File: src/sv/assert_macros.svh
// Assertion macros used by the PM/0 instruction executor.
`ifndef ASSERT_MACROS_SVH
`define ASSERT_MACROS_SVH
`ifndef SYNTH
`define ASSERT_IMPLIES(label, clk, rst, pre, post) \
  label: assert property (@(posedge clk) disable iff (rst) (pre) |-> (post)) \
    else $error("assertion failed");
`define ASSERT_NEXT(label, clk, rst, pre, post) \
  label: assert property (@(posedge clk) disable iff (rst) (pre) |=> (post)) \
    else $error("assertion failed");
`else
`define ASSERT_IMPLIES(label, clk, rst, pre, post)
`define ASSERT_NEXT(label, clk, rst, pre, post)
`endif
`endif

File: src/sv/pm0_pkg.sv
// Package: opcodes, fault codes, SIO codes, sizes and divider types for the PM/0 machine.
package pm0_pkg;
  localparam int StackDepthDef = 2048;
  localparam int MaxLevelsDef  = 3;

  typedef enum logic [4:0] {
    OP_LIT = 5'd1, OP_RTN = 5'd2, OP_LOD = 5'd3, OP_STO = 5'd4, OP_CAL = 5'd5,
    OP_INC = 5'd6, OP_JMP = 5'd7, OP_JPC = 5'd8, OP_SIO = 5'd9, OP_NEG = 5'd10,
    OP_ADD = 5'd11, OP_SUB = 5'd12, OP_MUL = 5'd13, OP_DIV = 5'd14,
    OP_ODD = 5'd15, OP_MOD = 5'd16, OP_EQL = 5'd17, OP_NEQ = 5'd18,
    OP_LSS = 5'd19, OP_LEQ = 5'd20, OP_GTR = 5'd21, OP_GEQ = 5'd22
  } op_t;

  localparam logic [1:0] FLT_NONE  = 2'd0;
  localparam logic [1:0] FLT_DIV0  = 2'd1;
  localparam logic [1:0] FLT_RANGE = 2'd2;
  localparam logic [1:0] FLT_OP    = 2'd3;

  localparam logic [31:0] SIO_WRITE = 32'd1;
  localparam logic [31:0] SIO_READ  = 32'd2;
  localparam logic [31:0] SIO_HALT  = 32'd3;

  localparam int DivSteps = 32;

  // divider request / answer between the core and the divide unit
  typedef struct packed {
    logic        start;
    logic [31:0] dividend;
    logic [31:0] divisor;
  } div_req_t;

  typedef struct packed {
    logic        done;
    logic [31:0] quot;
    logic [31:0] rem;
  } div_rsp_t;
endpackage

File: src/sv/pm0_div.sv
// Iterative signed divider, one quotient bit per cycle while busy; a start while busy is ignored.
module pm0_div
  import pm0_pkg::*;
(
  input  logic     clk,
  input  logic     rst,
  input  div_req_t req,
  output div_rsp_t rsp
);
  logic [31:0] a_mag, b_mag, q, rem_acc;
  logic        neg_q, neg_r, busy, done;
  logic [5:0]  cnt;
  logic [32:0] trial;

  assign trial = {rem_acc, q[31]} - {1'b0, b_mag};

  always_ff @(posedge clk) begin
    if (rst) begin
      busy <= 1'b0;
      done <= 1'b0;
    end else begin
      done <= 1'b0;
      if (req.start && !busy) begin
        busy <= 1'b1;
        a_mag <= req.dividend[31] ? 32'd0 - req.dividend : req.dividend;
        b_mag <= req.divisor[31] ? 32'd0 - req.divisor : req.divisor;
        neg_q <= req.dividend[31] ^ req.divisor[31];
        neg_r <= req.dividend[31];
        cnt <= 6'(DivSteps);
        rem_acc <= '0;
      end else if (busy) begin
        if (cnt == 6'(DivSteps)) begin
          q <= a_mag;
          cnt <= cnt - 6'd1;
        end else begin
          if (!trial[32]) begin
            rem_acc <= trial[31:0];
            q <= {q[30:0], 1'b1};
          end else begin
            rem_acc <= {rem_acc[30:0], q[31]};
            q <= {q[30:0], 1'b0};
          end
          if (cnt == 6'd0) begin
            busy <= 1'b0;
            done <= 1'b1;
          end else begin
            cnt <= cnt - 6'd1;
          end
        end
      end
    end
  end

  always_comb begin
    rsp.done = done;
    rsp.quot = neg_q ? 32'd0 - q : q;
    rsp.rem  = neg_r ? 32'd0 - rem_acc : rem_acc;
  end
endmodule

File: config.mk
export PLATFORM = sky130hd
export DESIGN_NAME = pm0_div
export DESIGN_NICKNAME = d
export VERILOG_FILES = /design/src/sv/assert_macros.svh /design/src/sv/pm0_pkg.sv /design/src/sv/pm0_div.sv
export SDC_FILE = /design/constraint.sdc
export NUM_CORES = 1
export LEC_CHECK = 0
export BUFFER_PORTS_ARGS = -buffer_cell sky130_fd_sc_hd__buf_2
export CORE_MARGIN = 10
export CORE_UTILIZATION = 45
export CTS_CLUSTER_SIZE = 20
export DETAILED_ROUTE_END_ITERATION = 7
export GPL_ROUTABILITY_DRIVEN = 0
export GPL_TIMING_DRIVEN = 0
export HOLD_SLACK_MARGIN = 0.15
export PLACE_DENSITY = 0.65
export SLEW_MARGIN = 20
export SYNTH_ARGS = -nofsm -noshare
export SYNTH_HDL_FRONTEND = slang
export SYNTH_SLANG_ARGS = --single-unit
File: constraint.sdc
create_clock -name clk -period 12.4 [get_ports clk]
set_input_delay 2.48 -clock clk [delete_from_list [all_inputs] [get_ports clk]]
set_output_delay 2.48 -clock clk [all_outputs]
set_load 0.02 [all_outputs]
## Word level (Yosys, flattened, before mapping)

Cells that the tools add are included.

- Bitwise operators: 4
- Reductions and logical operators: 9
- Mux-type cells: 17
- Equality and inequality tests: 3
- Add/subtract/negate cells: 6

Operators with widths:

| kind | count |
|---|---|
| $mux W32 | 6 |
| $sub A1 B32 Y32 const A | 4 |
| $mux W31 | 2 |
| $sub A33 B32 Y33 | 1 |
| $mux W6 | 3 |
| $reduce_and A3 Y1 | 3 |
| $eq A6 B6 Y1 const B | 1 |
| $logic_not A6 Y1 | 1 |
| $mux W1 | 6 |
| $sub A6 B1 Y6 const B | 1 |
| $reduce_or A4 Y1 | 1 |
| $ne A3 B3 Y1 const B | 1 |
| $not A1 Y1 | 3 |
| $ne A2 B2 Y1 const B | 1 |
| $reduce_and A2 Y1 | 1 |
| $reduce_bool A2 Y1 | 1 |
| $logic_and A1 B1 Y1 | 1 |
| $logic_not A1 Y1 | 1 |
| $xor A1 B1 Y1 | 1 |

- Flip-flop bits (word level): 138
- Logic and storage cells: 50
- Output and inout bits: 65

## Longest topological paths before layout

Gate-level depths: netlist (run 1).

- Word-level depth: 5
- Gate-level depth with buffers: 14
- Depth with buffers taken out: 12

## Least setup slack after synthesis (run 1)

OpenSTA, ideal clock, no wires.

- Path type: input-to-reg
- Start point: input port req[64] (netlist name)
- End point: register rem_acc[0] (enable)
- Stages on the path: 3
- Setup time: 0.388 ns
- Data arrival time: 6.208 ns
- Setup slack: 5.805 ns
- Path buffers: 0
- Required time: 12.012 ns
- Cell sequence: nand2b_1 nor2_1 a21o_1

- Longest elaborated chain between the ends: 3

Ends and longest elaborated chain:

| item | line | RTL |
|---|---|---|
| start, declared | pm0_div.sv:7 | `input div_req_t req,` |
| $logic_and A1 B1 Y1 * | pm0_div.sv:23 | `if (req.start && !busy) begin` |
| $ne A2 B2 Y1 (no source line) / $reduce_bool A2 Y1 (equally long branches) | n/a |  |
| $reduce_and A3 Y1 (no source line) * | n/a |  |
| end signal, assigned | pm0_div.sv:37 | `rem_acc <= trial[31:0];` |
| end signal, assigned | pm0_div.sv:40 | `rem_acc <= {rem_acc[30:0], q[31]};` |
| end, declared | pm0_div.sv:10 | `logic [31:0] a_mag, b_mag, q, rem_acc;` |

Every way passes the cells marked *; elsewhere a longest branch is shown, timed or not.
A chain may end at the register's enable or synchronous reset.

==> results.md, run 1 <==
* Period Utilization, post-route at 50.0%
* Port bufs at 131
* Synthesized cell area at 9410 um^2
* Busiest grt layer: met2
* Clock net sink count at 138
* Startpoint types: flip-flop
* Kind of critical path: reg2out
* Max cap viols at 0
* Post-synth EDFFs at roughly 140
* Max IR drop VDD at approximately 89 uV
* Postcts setup bufs at 0
* Die Span Y at 165 um
* Place WS at about 6.6 ns
* Cell Int Power at 1.06 mW
* Post-cts sizing count at 0
* Util after Layout at between 50% and 60%
* Clock share of power at 30.4%
* Dominant synthesized flop cell: edfxtp_1
* Met2 Use GR at 28.2%
* Final WS setup at 6.19 ns
* Post-synthesis instance total at 922
* Comb pwr share at between 30% and 40%
* Net count, final at between 1k and 1.5k
* Placed cell areas at 10400 um^2
* Initial antenna violation count at 1
* Synth Area per Inst at ~10 um^2
* Worst Path Max Fanout at 5
* Register area share after synthesis at 43.8%
* FFs w/ async S/R, synth at 0%
* Synth Register Bits at roughly 140
* Max Freq at 161 MHz
* Initial Util at 46.0%
* M3 GR Usage at about 4.5%
* Layout cells sized above 1 at 20.9%
* Slew @ Worst Pin at 0.753 ns
* Drt pass-1 iters at 5
* Setup violators final at 0
* Synth-to-Final Area Change at 17.4%
* Commonest non-fill, non-tap cell in the layout: edfxtp_1
* Switch Pwr at about 0.60 mW
* DIE AREA at 27100 um^2
* Final Hold Viols at 0
* CTS H-tree depth at 4
* Share of power burned in registers at 37.8%
* Global-route wire length before repair at 37600 um
* Row cnt at 52
* Post-route cell area at 11000 um^2
* Die Wd at 165 um
* DRT iter0 DRCs at 538
* Fillcell total at 1846
* Most frequent cells in the layout: edfxtp_1 (136), buf_2 (134), xnor2_1 (130)
* Clock transition at the registers of the reported paths at 0.07 ns
* Core ar. at 20400 um^2
* Setup_tns at 0 ns
* Post-Route WL at 23600 um
* Max-slew headroom at around half
* Ys Warns at 0
* CTS tree: built
* Outcome: completed
* Syn Nets at between 1k and 1.5k
* Global Route met1 Usage at 22.0%
* Ports at 132
* Global-route usage over all layers at 17.5%
* Vias/cell at 5.50
* Via count at 7470
* Sw frac at 36.1%
* Final Skew at 0.0130 ns
* Worst EP arrival at 3.73 ns
* RSZ-0062 raised after global routing: false
* Pin count of the biggest net entering global routing at 34
* Total power at 1.66 mW
* Total gr overflow at 0
* Vias in the first global route at roughly 7.5k
* Tightest Hold Check Type: reg2reg
* Latest clock arrival within the worst-skew pair at between 0.4 and 0.5 ns
* Crit path capture type: output port
* Data required time at the worst endpoint at approximately 9.9 ns
* Hold-fix buffers, CTS at 0
* Max Slew Vio Count at 0
* DRC errors left at 0
* DRT antenna net count at 0
* Clk root buf: clkbuf_16
* Mean routed wirelength per cell at 17.4 um
* Max clock buf depth at 2
* Min cycle time layout at 6.21 ns
* Hpwl dp at 18600 um
* Yosys cell types at 60
* Lkg Pwr at 4.18 nW
* CTS Buf Count at 17
* Power per standard cell area at 151 nW/um^2
cell families after synthesis:
group / after synthesis / share of synthesized area, %
AND/OR/NAND/NOR: 267 / 14.6
AO/OA/AOI/OAI: 216 / 14.9
XOR/XNOR: 146 / 13.7
flip-flops: 138 / 43.8
buffers and inverters: 79 / 3.31
adder cells (fa/ha/maj): 39 / 5.27
multiplexers: 37 / 4.38
synth_stat cells, types with 3 or more instances:
master	n	share of area, %
a211oi_1	5	0.40
a21boi_0	3	0.24
a21o_1	14	1.1
a21oi_1	52	2.8
a31oi_1	7	0.47
and2_1	6	0.40
and3_1	4	0.27
buf_2	3	0.16
buf_4	3	0.24
clkbuf_1	24	0.96
edfxtp_1	136	43
ha_1	38	5.1
inv_1	48	1.9
mux2_2	33	4.0
mux2i_1	4	0.43
nand2_1	107	4.3
nand2b_1	24	1.6
nand3_1	10	0.53
nand3b_1	5	0.40
nand4_1	3	0.20
nor2_1	33	1.3
nor2b_1	4	0.27
nor3_1	13	0.69
nor4_1	4	0.27
o211ai_1	3	0.24
o21a_1	5	0.40
o21ai_0	57	3.0
o22ai_1	3	0.20
o31ai_1	33	2.6
o41ai_1	19	1.8
or2_2	7	0.47
or3_1	20	1.3
or4_1	15	1.2
xnor2_1	130	12
xor2_1	15	1.4
per-stage QoR:
step	hold WS, ns	cells
floorplan	0.481	922
global placement	0.527	1323
detailed placement	0.537	1325
CTS	0.548	1357
global route	0.552	1357
finish	0.548	1358
final cells by class:
type,instances,area [um^2],share of cell area (%)
Clock buffer,17,425,3.85
Buffer,31,131,1.19
Timing Repair Buffer,133,696,6.30
Antenna cell,1,2.50,0.0227
Inverter,48,180,1.63
Clock inverter,15,170,1.54
Multi-Input combinational cell,705,4980,45.1
Tap cell,270,338,3.06
Sequential cell,138,4120,37.3
final timing paths:
path | start | endpoint | slack, ns | cells after the start
setup / recovery | rem_acc[9] | rsp[28] | 6.19 | 9
hold / removal | a_mag[5] | q[5] | 0.55 | 1
setup reg to reg | rem_acc[0] | rem_acc[13] | 7.93 | 13
hold reg to reg | a_mag[5] | q[5] | 0.55 | 1
power by group through the flow:
| stage | registers [mW] | logic, mW | clock network, mW |
|---|---|---|---|
| after floorplan | 0.620 | 0.387 | 0 |
| after global placement | 0.638 | 0.516 | 0 |
| after detailed placement | 0.638 | 0.525 | 0 |
| after global routing | 0.635 | 0.590 | 0.529 |
| final | 0.629 | 0.528 | 0.506 |
| after CTS | 0.627 | 0.528 | 0.514 |
state kept, by name (all words and copies together) (netlist names):
register	count
done	1
neg_r	1
busy	1
q	32
a_mag	32
neg_q	1
rem_acc	32
cnt	6
b_mag	32
layer usage:
metal  vias to the layer above  share of wire, %
met4                         0               2.3
li1                       3682                 -
met2                       225                46
met3                        35               6.9
met1                      3528                44
met5                         -                 0
critical path: stages, from the launching register on:
cell      delay [ns]
edfxtp_1        0.52
or4_4           0.58
nor4_1          0.27
nand2_1         0.10
or3_1           0.35
or4_1           0.47
or3_1           0.40
o21ai_0         0.25
xnor2_1         0.15
buf_2           0.19
No activity file was read; power rests on OpenSTA's default activity.
==> inputs of run 2 (changes only) <==
- ABC_AREA: not set -> 1
- PLACE_DENSITY: 0.65 -> not set
- clock period: 12.4 -> 5.93 ns (I/O delays scaled with it)
==> results.md, run 2 <==
* Dominant synthesized flop cell: edfxtp_1
* Synth Area per Inst at 6.96 um^2 (-32%)
* Commonest cells in the netlist: nand2_1 (472), inv_1 (296), nor2_1 (201)
* Synth Register Bits at 138 (unchanged)
* DIE AREA at 31500 um^2 (+16%)
* M3 GR Usage at 3.76% (-0.72 points)
* Post-route cell area at 12900 um^2 (+17%)
* Core ar. at 24400 um^2 (+19%)
* CTS tree: built
* Initial antenna violation count at 6 (+5)
* Die Span Y at 178 um (+7.9%)
* Postcts setup bufs at 0 (unchanged)
* Data required time at the worst endpoint at 4.74 ns (-5.18 ns)
* Total gr overflow at 0 (unchanged)
* Hold depth at 1 (unchanged)
* CTS Buf Count at 17 (unchanged)
* Row cnt at 57 (+9.6%)
* Post-Route WL at 31200 um (+32%)
* Latest clock arrival within the worst-skew pair at 0.43 ns (about the same)
* Met2 Use GR at 35.2% (+7.1 points)
* Commonest non-fill, non-tap cell in the layout: nand2_1
* Power per standard cell area at 278 nW/um^2 (+85%)
* Hpwl dp at 26200 um (+41%)
* Max Slew Vio Count at 0 (unchanged)
* Outcome: completed
* Final Skew at 0.0106 ns (-0.00245 ns)
* Period Utilization, post-route at 68.0%
* Place WS at 2.36 ns (-4.27 ns)
* Lkg Pwr at 6.56 nW (+57%)
* Worst hold slack at 0.491 ns (-0.0569 ns)
* Hold-fix buffers, CTS at 0 (unchanged)
* Die Wd at 178 um (+7.9%)
* Most used standard cell by instance count after synthesis: nand2_1
* Net count, final at 1867 (+58%)
* Mean routed wirelength per cell at 14.8 um (-15%)
* DRC errors left at 0 (unchanged)
* Final Hold Viols at 0 (unchanged)
* Synth-to-Final Area Change at 15.8%
* Crit path capture type: output port
* Register area share after synthesis at 36.9% (-7.0 points)
* Layout cells sized above 1 at 11.7% (-9.2 points)
* Worst Path Max Fanout at 4 (-1)
* Clock net sink count at 138 (unchanged)
* Max cap viols at 0 (unchanged)
* Pin count of the biggest net entering global routing at 29 (-15%)
* Busiest grt layer: met2
* Final WS setup at 1.90 ns (-4.30 ns)
* Util after Layout at 53.1% (-1.0 points)
* Clk root buf: clkbuf_16
* Global-route usage over all layers at 20.0% (+2.5 points)
* Ports at 132 (unchanged)
* Max clock buf depth at 2 (unchanged)
* Slew @ Worst Pin at 0.737 ns (-0.0166 ns)
* Initial Util at 45.8% (-0.20 points)
* Most frequent cells in the layout: nand2_1 (472), inv_1 (296), nor2_1 (199)
* CTS H-tree depth at 4 (unchanged)
* Max IR drop VDD at 161 uV (+81%)
* Syn Nets at 1713 (+67%)
* FFs w/ async S/R, synth at 0% (unchanged)
* Post-synthesis instance total at 1607 (+74%)
* Global-route wire length before repair at 49500 um (+32%)
* DRT iter0 DRCs at 678 (+26%)
* Post-cts sizing count at 0 (unchanged)
* Post-synth EDFFs at 136 (unchanged)
* R2R cell count at 16 (+3)
* Synthesized cell area at 11200 um^2 (+19%)
* Synth area leader: edfxtp_1
* Synth top area cells: edfxtp_1 (37%), nand2_1 (16%), inv_1 (9.9%), xor2_1 (7.4%), nor2_1 (6.7%)
* Kind of critical path: reg2out
* Max-slew headroom at 50.5% (+1.4 points)
* Drt pass-1 iters at 5 (unchanged)
* Via count at 10.1k (+36%)
* Vias/cell at 4.82 (-12%)
* Placed cell areas at 12400 um^2 (+18%)
* Vias in the first global route at 9901 (+32%)
* Yosys cell types at 45 (-25%)
* Port bufs at 131 (unchanged)
* Max Freq at 248 MHz
* RSZ-0062 raised after global routing: false
* Synth top area share at 36.5% (-6.9 points)
* Global Route met1 Usage at 23.6% (+1.6 points)
* Ys Warns at 0 (unchanged)
* Clock transition at the registers of the reported paths at 0.06 ns (about the same)
* DRT antenna net count at 0 (unchanged)
* Startpoint types: flip-flop
* Setup violators final at 0 (unchanged)
* Min cycle time layout at 4.03 ns
* Tightest Hold Check Type: reg2reg
* Worst EP arrival at 2.85 ns (-0.88 ns)
==> run 2: routing by layer <==
metal	up-vias	wire, um
met1	4482	13500
met4	2	773
met3	47	1660
li1	5368	-
met5	-	13
met2	238	15300
==> run 2: worst paths after layout <==
path | from | endpoint | slack, ns
worst max-delay path | rem_acc[0] | rsp[24] | 1.90
worst min-delay path | cnt[5] | done | 0.49
worst min register to register | cnt[5] | done | 0.49
worst max register to register | q[31] | rem_acc[26] | 3.02
==> run 2: power by group <==
group          internal [mW]  switching (mW)
combinational          0.427           0.833
sequential              1.20          0.0911
clock                  0.587           0.461
total                   2.21            1.38
==> run 2: final cells by class <==
| cell class | count | area, um^2 |
|---|---|---|
| Inverter | 304 | 1140 |
| Sequential cell | 138 | 4120 |
| Clock buffer | 18 | 429 |
| Multi-Input combinational cell | 1135 | 5800 |
| Timing Repair Buffer | 135 | 751 |
| Buffer | 30 | 146 |
| Fill cell | 2490 | 11400 |
| Clock inverter | 14 | 135 |
| Antenna cell | 5 | 12.5 |
| Tap cell | 324 | 405 |
==> run 2: cell families (layout without fill, tap and decap cells) <==
group                      Yosys count  after routing  synth area share [%]
and+or+nand+nor                    851            851                  31.7
buffers and inverters              334            501                  11.5
DFF                                138            138                  36.9
AOI/OAI and AO/OA                  132            132                  6.58
xor gates and xnor gates           111            111                  8.70
adders and majority gates           39             39                  4.43
muxes                                2              2                 0.201
other                                0              5                     0
==> run 2: per-stage QoR <==
| step | instances | total power, mW | setup TNS, ns |
|---|---|---|---|
| after floorplan | 1607 | 2.18 | 0 |
| after global placement | 2062 | 2.54 | -23.08 |
| after detailed placement | 2066 | 2.56 | 0 |
| after CTS | 2098 | 3.61 | 0 |
| after global routing | 2098 | 3.84 | 0 |
| final | 2103 | 3.60 | 0 |
==> run 2: critical path, cell delays in order, from the launching register on <==
cell and delay [ns]:
edfxtp_1 0.44, inv_1 0.21, ha_1 0.24, nand3_1 0.11, inv_1 0.13, nand2_1 0.09, nor2_1 0.11, nand3_1 0.17
nor2_1 0.25, nand2_1 0.14, o21ai_0 0.17, nand2_1 0.06, nand2_1 0.09, buf_2 0.20
